`config.mk`:
```
export PLATFORM = sky130hd
export DESIGN_NAME = radix_digit_converter
export DESIGN_NICKNAME = d
export VERILOG_FILES = /design/src/rdc_pkg.sv /design/src/rdc_front.sv /design/src/rdc_div.sv /design/src/rdc_back.sv /design/src/radix_digit_converter.sv
export VERILOG_INCLUDE_DIRS = /design/src /design/src/src
export SDC_FILE = /design/constraint.sdc
export NUM_CORES = 1
export LEC_CHECK = 0
export ABC_AREA = 0
export BUFFER_PORTS_ARGS = -buffer_cell sky130_fd_sc_hd__buf_2
export CORE_ASPECT_RATIO = 1.2
export CORE_MARGIN = 4
export CORE_UTILIZATION = 56
export CTS_BUF_LIST = sky130_fd_sc_hd__clkbuf_8 sky130_fd_sc_hd__clkbuf_16
export DETAILED_ROUTE_END_ITERATION = 10
export HOLD_SLACK_MARGIN = 0.08
export PLACE_DENSITY_LB_ADDON = 0.15
export SKIP_LAST_GASP = 1
export SYNTH_ARGS = -nofsm -noshare
export SYNTH_HDL_FRONTEND = slang
export SYNTH_SLANG_ARGS = --single-unit
```
`constraint.sdc`:
```
create_clock -name clock -period 2.5 [get_ports clock]
set_input_delay 0.5 -clock clock [delete_from_list [all_inputs] [get_ports clock]]
set_output_delay 0.5 -clock clock [all_outputs]
set_load 0.02 [all_outputs]
```
`src/radix_digit_converter_macros.svh`:
```
// ----------------------------------------------------------------------------
// Radix digit converter assertion macros
// Concurrent check wrappers. They expand to nothing in synthesis builds.
// ----------------------------------------------------------------------------
`ifndef RADIX_DIGIT_CONVERTER_MACROS_SVH
`define RADIX_DIGIT_CONVERTER_MACROS_SVH

`ifndef SYNTHESIS
// property must hold at every clock edge outside reset
`define RDC_ASSERT(label, clk, rst, prop, msg) \
   label: assert property (@(posedge clk) disable iff (rst) (prop)) else $error(msg);
// consequent must hold in the same cycle as the antecedent
`define RDC_ASSERT_IMP(label, clk, rst, ante, cons, msg) \
   label: assert property (@(posedge clk) disable iff (rst) (ante) |-> (cons)) else $error(msg);
// consequent must hold in the cycle after the antecedent
`define RDC_ASSERT_NXT(label, clk, rst, ante, cons, msg) \
   label: assert property (@(posedge clk) disable iff (rst) (ante) |=> (cons)) else $error(msg);
`else
`define RDC_ASSERT(label, clk, rst, prop, msg)
`define RDC_ASSERT_IMP(label, clk, rst, ante, cons, msg)
`define RDC_ASSERT_NXT(label, clk, rst, ante, cons, msg)
`endif

`endif

```
`src/rdc_pkg.sv`:
```
`timescale 1ns / 1ps
// ----------------------------------------------------------------------------
// rdc_pkg
// Shared types, constants and helpers of the radix digit converter.
// ----------------------------------------------------------------------------
package rdc_pkg;

   localparam int VALUE_W       = 31;
   localparam int BASE_W        = 6;
   localparam int DIGIT_W       = 6;
   localparam int CHAR_W        = 7;
   localparam int RDC_MAX_DIGITS = 32;
   // most digits a 31-bit value can have (base two)
   localparam int RESULT_LIMIT  = 31;

   localparam logic [BASE_W-1:0]  BASE_MIN   = 6'd2;
   localparam logic [BASE_W-1:0]  BASE_MAX   = 6'd36;
   localparam logic [DIGIT_W-1:0] DIGIT_TEN  = 6'd10;
   localparam logic [CHAR_W-1:0]  ASCII_ZERO = 7'd48;
   localparam logic [CHAR_W-1:0]  ASCII_NINE = 7'd57;
   localparam logic [CHAR_W-1:0]  ASCII_A    = 7'd65;
   localparam logic [CHAR_W-1:0]  ASCII_Z    = 7'd90;

   typedef struct packed {
      logic [VALUE_W-1:0] value;
      logic [BASE_W-1:0]  base;
   } item_type;

   typedef struct packed {
      logic     valid;
      item_type item;
   } queue_out_type;

   typedef struct packed {
      logic               start;
      logic [VALUE_W-1:0] dividend;
      logic [BASE_W-1:0]  divisor;
   } div_req_type;

   typedef struct packed {
      logic               done;
      logic [VALUE_W-1:0] quotient;
      logic [DIGIT_W-1:0] remainder;
   } div_rsp_type;

   function automatic logic [CHAR_W-1:0] digit_to_ascii(input logic [DIGIT_W-1:0] d);
      logic [CHAR_W-1:0] ch;
      if (d >= DIGIT_TEN) begin
         ch = ASCII_A + CHAR_W'(d - DIGIT_TEN);
      end else begin
         ch = ASCII_ZERO + CHAR_W'(d);
      end
      return ch;
   endfunction

endpackage

```
`src/rdc_front.sv`:
```
`timescale 1ns / 1ps
`include "radix_digit_converter_macros.svh"
// ----------------------------------------------------------------------------
// rdc_front
// Accepts requests, clamps the base into 2..36 and holds them in a
// two-entry queue for the conversion engine.
// ----------------------------------------------------------------------------
module rdc_front (
   input  logic                       clock,
   input  logic                       reset,
   input  logic                       req_valid,
   output logic                       req_ready,
   input  logic [rdc_pkg::VALUE_W-1:0] req_value,
   input  logic [rdc_pkg::BASE_W-1:0]  req_base,
   output rdc_pkg::queue_out_type     q_out,
   input  logic                       q_pop
);
   import rdc_pkg::*;

   localparam int QDEPTH = 2;

   item_type          entry_ff [QDEPTH];
   logic              wr_ptr_ff, wr_ptr_in;
   logic              rd_ptr_ff, rd_ptr_in;
   logic [1:0]        count_ff, count_in;
   logic              push;
   logic              pop;
   item_type          classified;

   always_comb begin
      classified.value = req_value;
      if (req_base < BASE_MIN) begin
         classified.base = BASE_MIN;
      end else if (req_base > BASE_MAX) begin
         classified.base = BASE_MAX;
      end else begin
         classified.base = req_base;
      end
   end

   assign req_ready   = (count_ff != 2'(QDEPTH));
   assign push        = req_valid && req_ready;
   assign pop         = q_pop && (count_ff != 2'd0);
   assign q_out.valid = (count_ff != 2'd0);
   assign q_out.item  = entry_ff[rd_ptr_ff];

   always_comb begin
      wr_ptr_in = push ? ~wr_ptr_ff : wr_ptr_ff;
      rd_ptr_in = pop  ? ~rd_ptr_ff : rd_ptr_ff;
      count_in  = count_ff + 2'(push) - 2'(pop);
   end

   always_ff @(posedge clock) begin
      if (reset) begin
         wr_ptr_ff <= 1'b0;
         rd_ptr_ff <= 1'b0;
         count_ff  <= 2'd0;
      end else begin
         wr_ptr_ff <= wr_ptr_in;
         rd_ptr_ff <= rd_ptr_in;
         count_ff  <= count_in;
      end
   end

   always_ff @(posedge clock) begin
      if (push) begin
         entry_ff[wr_ptr_ff] <= classified;
      end
   end

   `RDC_ASSERT(a_q_count_range, clock, reset, count_ff <= 2'(QDEPTH), "queue count overflow")

endmodule

```
`src/rdc_div.sv`:
```
`timescale 1ns / 1ps
`include "radix_digit_converter_macros.svh"
// ----------------------------------------------------------------------------
// rdc_div
// Restoring divider, one quotient bit per cycle: 31-bit value by the base.
// ----------------------------------------------------------------------------
module rdc_div (
   input  logic                  clock,
   input  logic                  reset,
   input  rdc_pkg::div_req_type  div_req,
   output rdc_pkg::div_rsp_type  div_rsp
);
   import rdc_pkg::*;

   localparam int STEP_W = $clog2(VALUE_W);

   logic [VALUE_W-1:0] q_ff;
   logic [DIGIT_W:0]   rem_ff;
   logic [BASE_W-1:0]  div_ff;
   logic [STEP_W-1:0]  step_ff;
   logic               busy_ff;
   logic               done_ff;
   logic [DIGIT_W:0]   rem_shift;
   logic               ge;

   // remainder stays below the divisor, so the shifted value fits in 7 bits
   assign rem_shift = {rem_ff[DIGIT_W-1:0], q_ff[VALUE_W-1]};
   assign ge        = (rem_shift >= {1'b0, div_ff});

   always_ff @(posedge clock) begin
      if (reset) begin
         busy_ff <= 1'b0;
         done_ff <= 1'b0;
         step_ff <= '0;
      end else begin
         done_ff <= 1'b0;
         if (div_req.start) begin
            busy_ff <= 1'b1;
            step_ff <= '0;
         end else if (busy_ff) begin
            step_ff <= step_ff + 1'b1;
            if (step_ff == STEP_W'(VALUE_W - 1)) begin
               busy_ff <= 1'b0;
               done_ff <= 1'b1;
            end
         end
      end
   end

   always_ff @(posedge clock) begin
      if (div_req.start) begin
         q_ff   <= div_req.dividend;
         rem_ff <= '0;
         div_ff <= div_req.divisor;
      end else if (busy_ff) begin
         q_ff   <= {q_ff[VALUE_W-2:0], ge};
         rem_ff <= ge ? (rem_shift - {1'b0, div_ff}) : rem_shift;
      end
   end

   assign div_rsp.done      = done_ff;
   assign div_rsp.quotient  = q_ff;
   assign div_rsp.remainder = rem_ff[DIGIT_W-1:0];

   `RDC_ASSERT_IMP(a_rem_below_div, clock, reset, done_ff, rem_ff < {1'b0, div_ff}, "remainder not below divisor")

endmodule

```
`src/rdc_back.sv`:
```
`timescale 1ns / 1ps
`include "radix_digit_converter_macros.svh"
// ----------------------------------------------------------------------------
// rdc_back
// Conversion engine: collects digits least significant first into the
// digit store, then replays them most significant first to the output.
// ----------------------------------------------------------------------------
module rdc_back #(
   parameter int MAX_DIGITS = rdc_pkg::RDC_MAX_DIGITS
) (
   input  logic                        clock,
   input  logic                        reset,
   input  rdc_pkg::queue_out_type      q_out,
   output logic                        q_pop,
   output rdc_pkg::div_req_type        div_req,
   input  rdc_pkg::div_rsp_type        div_rsp,
   output logic                        rsp_valid,
   input  logic                        rsp_ready,
   output logic [rdc_pkg::CHAR_W-1:0]  rsp_digit_char,
   output logic                        rsp_last
);
   import rdc_pkg::*;

   localparam int CAP   = (MAX_DIGITS < RESULT_LIMIT) ? MAX_DIGITS : RESULT_LIMIT;
   localparam int IDX_W = $clog2(CAP);

   typedef enum logic [4:0] {
      ST_IDLE      = 5'b00001,
      ST_DIV_START = 5'b00010,
      ST_DIV_WAIT  = 5'b00100,
      ST_FETCH     = 5'b01000,
      ST_EMIT      = 5'b10000
   } back_state_type;

   back_state_type     state_ff, state_in;
   logic [VALUE_W-1:0] remaining_ff, remaining_in;
   logic [BASE_W-1:0]  base_ff, base_in;
   logic [IDX_W-1:0]   wr_idx_ff, wr_idx_in;
   logic [IDX_W-1:0]   ptr_ff, ptr_in;
   logic [DIGIT_W-1:0] digit_store [CAP];
   logic [DIGIT_W-1:0] rd_data_ff;
   logic               store_wr;
   logic               out_load;
   logic               emit;
   logic               rsp_valid_ff;
   logic [CHAR_W-1:0]  rsp_digit_char_ff;
   logic               rsp_last_ff;

   assign out_load = !rsp_valid_ff || rsp_ready;
   assign emit     = (state_ff == ST_EMIT) && out_load;
   assign q_pop    = (state_ff == ST_IDLE) && q_out.valid;
   assign store_wr = (state_ff == ST_DIV_WAIT) && div_rsp.done;

   assign div_req.start    = (state_ff == ST_DIV_START);
   assign div_req.dividend = remaining_ff;
   assign div_req.divisor  = base_ff;

   always_comb begin
      state_in     = state_ff;
      remaining_in = remaining_ff;
      base_in      = base_ff;
      wr_idx_in    = wr_idx_ff;
      ptr_in       = ptr_ff;
      case (state_ff)
         ST_IDLE: begin
            if (q_out.valid) begin
               remaining_in = q_out.item.value;
               base_in      = q_out.item.base;
               wr_idx_in    = '0;
               state_in     = ST_DIV_START;
            end
         end
         ST_DIV_START: begin
            state_in = ST_DIV_WAIT;
         end
         ST_DIV_WAIT: begin
            if (div_rsp.done) begin
               remaining_in = div_rsp.quotient;
               // a zero value still yields its single '0' digit here
               if (div_rsp.quotient == '0 || wr_idx_ff == IDX_W'(CAP - 1)) begin
                  ptr_in   = wr_idx_ff;
                  state_in = ST_FETCH;
               end else begin
                  wr_idx_in = wr_idx_ff + 1'b1;
                  state_in  = ST_DIV_START;
               end
            end
         end
         ST_FETCH: begin
            state_in = ST_EMIT;
         end
         ST_EMIT: begin
            if (out_load) begin
               if (ptr_ff == '0) begin
                  state_in = ST_IDLE;
               end else begin
                  ptr_in   = ptr_ff - 1'b1;
                  state_in = ST_FETCH;
               end
            end
         end
         default: begin
            state_in = ST_IDLE;
         end
      endcase
   end

   always_ff @(posedge clock) begin
      if (reset) begin
         state_ff     <= ST_IDLE;
         remaining_ff <= '0;
         wr_idx_ff    <= '0;
         ptr_ff       <= '0;
         rsp_valid_ff <= 1'b0;
      end else begin
         state_ff     <= state_in;
         remaining_ff <= remaining_in;
         wr_idx_ff    <= wr_idx_in;
         ptr_ff       <= ptr_in;
         if (out_load) begin
            rsp_valid_ff <= emit;
         end
      end
   end

   always_ff @(posedge clock) begin
      base_ff <= base_in;
      if (emit) begin
         rsp_digit_char_ff <= digit_to_ascii(rd_data_ff);
         rsp_last_ff       <= (ptr_ff == '0);
      end
   end

   // digit store: one write port, one registered read port
   always_ff @(posedge clock) begin
      if (store_wr) begin
         digit_store[wr_idx_ff] <= div_rsp.remainder;
      end
      rd_data_ff <= digit_store[ptr_ff];
   end

   assign rsp_valid      = rsp_valid_ff;
   assign rsp_digit_char = rsp_digit_char_ff;
   assign rsp_last       = rsp_last_ff;

   `RDC_ASSERT(a_char_legal, clock, reset, !rsp_valid_ff || (rsp_digit_char_ff >= ASCII_ZERO && rsp_digit_char_ff <= ASCII_NINE) || (rsp_digit_char_ff >= ASCII_A && rsp_digit_char_ff <= ASCII_Z), "illegal digit character")
   `RDC_ASSERT_IMP(a_done_in_wait, clock, reset, div_rsp.done, state_ff == ST_DIV_WAIT, "divider result outside wait state")
   `RDC_ASSERT_NXT(a_last_ends_item, clock, reset, emit && ptr_ff == '0, state_ff == ST_IDLE && rsp_valid_ff && rsp_last_ff, "final digit did not close the item")

endmodule

```
`src/radix_digit_converter.sv`:
```
`timescale 1ns / 1ps
// ----------------------------------------------------------------------------
// radix_digit_converter
// Converts a 31-bit unsigned value to ASCII digits in base 2..36.
// ----------------------------------------------------------------------------
// Each request (value, base) yields one response per digit, most significant
// first, '0'-'9' then 'A'-'Z', with rsp_last on the least significant digit;
// zero gives a single '0'. Bases below 2 act as 2, above 36 as 36. A two-entry
// request queue lets new requests be taken while one is converted. Items are
// converted one at a time: for each digit the bit-serial divider is started,
// computes the quotient bit by bit and the remainder is written back to the
// digit store; then each digit is fetched from the digit store and replayed.
// ----------------------------------------------------------------------------
module radix_digit_converter #(
   parameter int MAX_DIGITS = rdc_pkg::RDC_MAX_DIGITS
) (
   input  logic                        clock,
   input  logic                        reset,
   input  logic                        req_valid,
   output logic                        req_ready,
   input  logic [rdc_pkg::VALUE_W-1:0] req_value,
   input  logic [rdc_pkg::BASE_W-1:0]  req_base,
   output logic                        rsp_valid,
   input  logic                        rsp_ready,
   output logic [rdc_pkg::CHAR_W-1:0]  rsp_digit_char,
   output logic                        rsp_last
);
   import rdc_pkg::*;

   queue_out_type q_out;
   logic          q_pop;
   div_req_type   div_req;
   div_rsp_type   div_rsp;

   rdc_front u_front (
      .clock     (clock),
      .reset     (reset),
      .req_valid (req_valid),
      .req_ready (req_ready),
      .req_value (req_value),
      .req_base  (req_base),
      .q_out     (q_out),
      .q_pop     (q_pop)
   );

   rdc_div u_div (
      .clock   (clock),
      .reset   (reset),
      .div_req (div_req),
      .div_rsp (div_rsp)
   );

   rdc_back #(
      .MAX_DIGITS (MAX_DIGITS)
   ) u_back (
      .clock          (clock),
      .reset          (reset),
      .q_out          (q_out),
      .q_pop          (q_pop),
      .div_req        (div_req),
      .div_rsp        (div_rsp),
      .rsp_valid      (rsp_valid),
      .rsp_ready      (rsp_ready),
      .rsp_digit_char (rsp_digit_char),
      .rsp_last       (rsp_last)
   );

endmodule

```
=== After elaboration in Yosys (flattened, before gate mapping) ===
Memories as Yosys holds them, arrays and structs flattened. A register that Yosys moved wholly into a read port is not among the register bits.
Index checks and enable logic that the tools add are counted.

* Reductions and logical operators: 21
* $add $sub $neg: 9
* Bitwise logic cells: 3
* Equality and inequality tests: 14
* Multiplexer cells: 34
* $lt $le $gt $ge: 4

{| class="wikitable"
|+ Operators by type and width
! operator !! count
|-
| 2-to-1 mux 31 bit || 4
|-
| case mux 31 bit (2 select lines) || 1
|-
| 2-to-1 mux 5 bit || 10
|-
| logical NOT 31 bit || 1
|-
| case mux 5 bit (5 select lines) || 1
|-
| case mux 5 bit (2 select lines) || 2
|-
| 2-to-1 mux 6 bit || 3
|-
| == test 5 bit, second input constant || 3
|-
| adder 5 x 1 -> 5 bit, second input constant || 2
|-
| 2-to-1 mux 1 bit || 10
|-
| inequality test 2 bit, second input constant || 5
|-
| 2-to-1 mux 4 bit || 2
|-
| nonzero test 2 bit || 4
|-
| adder 6 x 6 -> 7 bit, first input constant || 1
|-
| adder 7 bit, first input constant || 1
|-
| greater-or-equal comparator 7 x 6 -> 1 bit || 1
|-
| 2-to-1 mux 7 bit || 1
|-
| subtractor 6 x 4 -> 7 bit, second input constant || 1
|-
| greater-or-equal comparator 6 x 4 -> 1 bit, second input constant || 1
|-
| > comparator 6 bit, second input constant || 1
|-
| < comparator 6 x 2 -> 1 bit, second input constant || 1
|-
| AND reduction 3 bit || 2
|-
| subtractor 6 bit || 1
|-
| == test 5 x 1 -> 1 bit, second input constant || 1
|-
| other kinds (17) || 25
|}

* Memory bits (writable): 260
* Memories: 2
* Word-level logic and storage cells: 104
* Register bits: 115
* Input port bits: 41
* Output and inout bits: 10

{| class="wikitable"
|+ Memories
! name !! depth !! width !! rd ports !! clocked after memory_dff !! write ports !! line !! RTL
|-
| u_back.digit_store || 31 || 6 || 1 || 1 || 1 || rdc_back.sv:40 || <nowiki>logic [DIGIT_W-1:0] digit_store [CAP];</nowiki>
|-
| u_front.entry_ff || 2 || 37 || 1 || 1 || 1 || rdc_front.sv:22 || <nowiki>item_type entry_ff [QDEPTH];</nowiki>
|}

=== Depth between registers and ports, before layout ===
* Word-level depth: 5
* Depth in mapped cells: 11
* Mapped depth without buffers: 9

=== Cells and area by module ===
Synthesis repeated with hierarchy kept, for this count alone.

* Cells, all modules: 1011
* Area total of the unflattened synthesis: 15783.9 sq um

{| class="wikitable"
|+ Modules (own cells, without submodules)
! module !! area an instance (sq um) !! cells an instance !! times used !! sequential area each (sq um)
|-
| rdc_back || 10431.3 || 686 || 1 || 7066.8
|-
| rdc_front || 2977.9 || 152 || 1 || 2322.2
|-
| rdc_div || 2374.8 || 173 || 1 || 1371.3
|}

=== Worst setup path before layout ===
OpenSTA, ideal clock, no wires.

* Kind: register to register
* Start point: register u_front.count_ff[0]
* End point: memory u_front.entry_ff[0][0] (netlist name), enable pin
* Setup time: 0.431 ns
* Buffers on the path: 0
* Arrival time: 2.298 ns
* Clock period less this slack: 2.730 ns
* Path slack: -0.230 ns
* Data required time: 2.069 ns
* Stages on the path, launching flop included: 5
* Path through: dfxtp_1 > inv_1 > nand2_1 > nand2_1 > nor2_1

* Word-level cells in the longest chain between the ends: 4

{| class="wikitable"
|+ Ends and longest elaborated chain
! element !! line !! RTL
|-
| start: declaration || rdc_front.sv:25 || <nowiki>logic [1:0] count_ff, count_in;</nowiki>
|-
| start signal: assignment || rdc_front.sv:61 || <nowiki>count_ff <= count_in;</nowiki>
|-
| inequality test 2 bit || rdc_front.sv:41 || <nowiki>assign req_ready = (count_ff != 2'(QDEPTH));</nowiki>
|-
| named net req_ready || radix_digit_converter.sv:20 || <nowiki>output logic req_ready,</nowiki>
|-
| logical AND 1 bit || rdc_front.sv:42 || <nowiki>assign push = req_valid && req_ready;</nowiki>
|-
| 2-to-1 mux 1 bit || rdc_front.sv:66 || <nowiki>if (push) begin</nowiki>
|-
| 2-to-1 mux 1 bit (implied by the code) || rdc_front.sv:67 || <nowiki>entry_ff[wr_ptr_ff] <= classified;</nowiki>
|-
| end: declaration || rdc_front.sv:22 ||
|}

The timed path passes the listed nets, and every way through them passes these cells.

=== Worst setup path in the final report ===
* Start point: register u_div.q_ff[30]
* End point: register u_div.rem_ff[0]

* Word-level cells in the longest chain between the ends: 2
* Elaborated cells on any way between the ends: 3
* Those cells by class: 1 x add/sub; 1 x order compare; 1 x mux

{| class="wikitable"
|+ Ends and longest elaborated chain
! element !! line !! RTL
|-
| start: declaration || rdc_div.sv:17 || <nowiki>logic [VALUE_W-1:0] q_ff;</nowiki>
|-
| start signal: assignment || rdc_div.sv:52 || <nowiki>q_ff <= div_req.dividend;</nowiki>
|-
| start signal: assignment || rdc_div.sv:56 || <nowiki>q_ff <= {q_ff[VALUE_W-2:0], ge};</nowiki>
|-
| subtractor 6 bit or greater-or-equal comparator 7 x 6 -> 1 bit (tied branches) || rdc_div.sv:57, rdc_div.sv:28 ||
|-
| 2-to-1 mux 6 bit (*) || rdc_div.sv:57 || <nowiki>rem_ff <= ge ? (rem_shift - {1'b0, div_ff}) : rem_shift;</nowiki>
|-
| end signal: assignment || rdc_div.sv:57 ||
|-
| end: declaration || rdc_div.sv:18 || <nowiki>logic [DIGIT_W:0] rem_ff;</nowiki>
|}

Mark *: on every way between the ends. The rest lies on a longest branch, timed or not.
A chain may end at the register's enable or synchronous reset.

==> Implementation_results.wiki <==
{| class="wikitable"
! Metric !! Value
|-
| Leakage dissipation || 6.27 nW
|-
| Buffer levels on the longest clock path || 3
|-
| Run status || complete, no violations
|-
| Ordered cell list for the critical path || inv_1 -> ha_1 -> nand2b_1 -> a2111o_1 -> a31oi_1 -> o21ai_1 -> mux2i_1 -> a31o_2
|-
| Most frequent cells in the layout || 311 x sky130_fd_sc_hd__edfxtp_1, 122 x sky130_fd_sc_hd__nor2_1, 114 x sky130_fd_sc_hd__nand2_1
|-
| Setup Skew || 23.1 ps
|-
| Fraction of the yosys area taken by sequential cells || 68.8%
|-
| TritonCTS buffer count || 38
|-
| Element type at the critical path start || flip-flop
|-
| Area growth from synthesis to final layout || 14.6%
|-
| Post-Syn Area || 15600 um^2
|-
| Clock tree from TritonCTS || yes
|-
| Die area || 30700 um^2
|-
| Antenna violations before repair || 0
|-
| Setup tns final || 0 ps
|-
| Routed wire length per instance || 18.7 um
|-
| Post-Route Hold Slack || 165 ps
|-
| Data arrival time at the worst-slack endpoint || 2730 ps
|-
| Global-route wire length before repair || 48500 um
|-
| Final setup fails || 0
|-
| Die height || 191 um
|-
| Total of flip-flops plus latches after synthesis || 382
|-
| Yosys warning count || 0
|-
| Post-synthesis cell count || 1071
|-
| Number of vias after detailed routing || 8794
|-
| Total congestion overflow after global routing || 0
|-
| Initial Utilization || 57.2%
|-
| Number of vias per cell after detailed routing || 5.55
|-
| Initial DRC Count || 647
|-
| Slew headroom || 48.7%
|-
| Peak Freq || 0.429 GHz
|-
| Max_cap viols || 0
|-
| Share of synthesized registers carrying an async set or reset || 0%
|-
| DP Worst Slack || 151 ps
|-
| Number of fillers in the final layout || 1977
|-
| Synth unique cells || 54
|-
| Placer's final routability congestion estimate || 0.829
|-
| Max Fanout on Critical Path || 7
|-
| Syn nets || 1133
|-
| PD cells || 957 nW/um^2
|-
| # diodes || 0
|-
| Global routing usage summed across all routing layers || 20.0%
|-
| Core occupancy in the finished layout || 65.6%
|-
| Number of standard-cell rows in the floorplan || 66
|-
| Setup slack after layout || 167 ps
|-
| Port buffer count || 50
|-
| Period Utilization, post-route || 93.3%
|-
| Post-layout power || 17.2 mW
|-
| Source-to-sink clock delay at the later pin of the worst-skew pair || 520 ps
|-
| Die width || 161 um
|-
| Clk slew on worst S/H paths || 60 ps
|-
| Number of nets with antenna violations after detailed routing || 0
|-
| Minimum clock period || 2330 ps
|-
| Synthesized area divided by synthesized cell count || 14.6 um^2
|-
| Primary FF master, synth || sky130_fd_sc_hd__edfxtp_1
|-
| Post-CTS Hold Buffers || 0
|-
| Ratio of cells with drive above 1 in the final layout || 22.4%
|-
| Endpoint required time on the critical path || 2900 ps
|-
| Max-slew violation count || 0
|-
| Unrepaired setup endpoints after global routing || false
|-
| Count of flip-flops with a built-in enable after synthesis || 311
|-
| Most common cell after layout, fill and taps aside || sky130_fd_sc_hd__edfxtp_1
|-
| Via count of the first global-routing pass || 9070
|-
| Drt drc || 0
|-
| Cell at the slowest stage of the critical path || sky130_fd_sc_hd__a2111o_1
|-
| Crit path kind || reg -> reg
|-
| Hold crit path type || in -> reg
|-
| CTS H-Tree Depth || 2
|-
| TritonCTS sink count || 382
|-
| Core box area || 27300 um^2
|-
| Number of nets in the layout || 1243
|-
| Detailed-router iteration count before antenna repair || 5
|-
| Flop2flop setup slack || 170 ps
|-
| Endpoint kind of the worst setup timing path || flip-flop
|-
| Peak ir drop on the vdd network || 0.782 mV
|-
| Largest net degree at the start of global routing || 63
|-
| Pin slew with the least headroom to its limit || 764 ps
|-
| Final hold viol count || 0
|-
| Top-Level Pins || 51
|-
| Detailed-route wire length || 29700 um
|-
| Biggest cell delay along the critical path || 410 ps
|-
| DPL Wire Length || 19600 um
|-
| Cell chosen for the clock root || sky130_fd_sc_hd__clkbuf_16
|}
==> final timing paths <==
kind                            cells after the start                          endpoint                   startpoint
worst min-delay path                                1  u_front.entry_ff[0][9]$_DFFE_PP_                 req_value[3]
worst min register to register                      0         u_div.div_ff[2]$_DFFE_PN_  u_back.base_ff[2]$_DFFE_PP_
worst max-delay path                                8      u_div.rem_ff[0]$_SDFFE_PN0P_     u_div.q_ff[30]$_DFFE_PP_
worst max register to register                      8      u_div.rem_ff[0]$_SDFFE_PN0P_     u_div.q_ff[30]$_DFFE_PP_
==> critical path: cells and delay by family, from the launching register on <==
family | cells | cell delay, ps
mux | 1 | 200
fa+ha+maj | 1 | 290
simple gates | 1 | 150
compound gates | 4 | 1140
flops | 1 | 390
buf+inv | 1 | 60
==> cells by family (layout without fill, tap and decap cells) <==
| kind of cell | Yosys count | after routing | synth area share, % |
|---|---|---|---|
| flip-flops | 382 | 382 | 68.8 |
| multiplexers | 110 | 110 | 11.5 |
| AO/OA/AOI/OAI | 135 | 135 | 5.56 |
| AND/OR/NAND/NOR | 319 | 319 | 8.95 |
| adder cells (fa/ha/maj) | 22 | 22 | 1.79 |
| XOR/XNOR | 20 | 20 | 1.12 |
| buffers and inverters | 83 | 222 | 2.30 |
==> layout make-up <==
| class | count | area (um^2) | area share [%] |
|---|---|---|---|
| Multi-Input combinational cell | 606 | 4530 | 25.3 |
| Clock buffer | 39 | 976 | 5.45 |
| Timing Repair Buffer | 128 | 915 | 5.10 |
| Sequential cell | 382 | 10800 | 60.1 |
| Clock inverter | 30 | 171 | 0.956 |
| Inverter | 25 | 93.8 | 0.524 |
| Tap cell | 374 | 468 | 2.61 |
==> synth_stat cells (20+ instances only) <==
cell / instances / area, um^2
sky130_fd_sc_hd__edfxtp_1: 311 / 9340
sky130_fd_sc_hd__nor2_1: 123 / 462
sky130_fd_sc_hd__nand2_1: 114 / 428
sky130_fd_sc_hd__dfxtp_1: 71 / 1420
sky130_fd_sc_hd__mux4_2: 54 / 1220
sky130_fd_sc_hd__a21oi_1: 48 / 240
sky130_fd_sc_hd__mux2i_1: 43 / 430
sky130_fd_sc_hd__clkbuf_1: 39 / 146
sky130_fd_sc_hd__a211oi_1: 34 / 255
sky130_fd_sc_hd__o21ai_0: 26 / 130
sky130_fd_sc_hd__inv_1: 25 / 93.8
sky130_fd_sc_hd__ha_1: 20 / 250
==> repair_timing <==
item / 4_1_cts / 5_1_grt
endpoints found under the setup margin: 0 / 2
gates resized for setup: 0 / 2
setup buffers: 0 / 0
==> routing by layer <==
metal	GRT usage (%)	share of wire [%]	wire length (um)
met1	24.7	40	12000
met2	36.6	53	15800
met3	3.06	4.2	1240
met4	5.73	2.3	681
met5	0	0	0
==> power breakdown <==
part	switching, mW	total, mW	internal [mW]
clock	2.25	5.20	2.94
combinational	2.23	3.58	1.35
sequential	0.374	8.38	8.00
==> stage by stage <==
step           cell area, um^2  std cells
2_1_floorplan            15600       1071
3_3_place_gp             16800       1515
3_5_place_dp             16800       1515
4_1_cts                  17900       1584
5_1_grt                  17900       1584
6_report                 17900       1584
==> registers in the layout, indices dropped and copies added, names as in the netlist, 6 cells and up, named ones only <==
name                   cells
u_back.base_ff             6
u_back.digit_store       186
u_back.rd_data_ff          6
u_back.remaining_ff       31
u_back.rsp_digit_char      7
u_div.div_ff               6
u_div.q_ff                31
u_div.rem_ff               6
u_front.entry_ff          74
No activity file was read; power rests on OpenSTA's default activity.
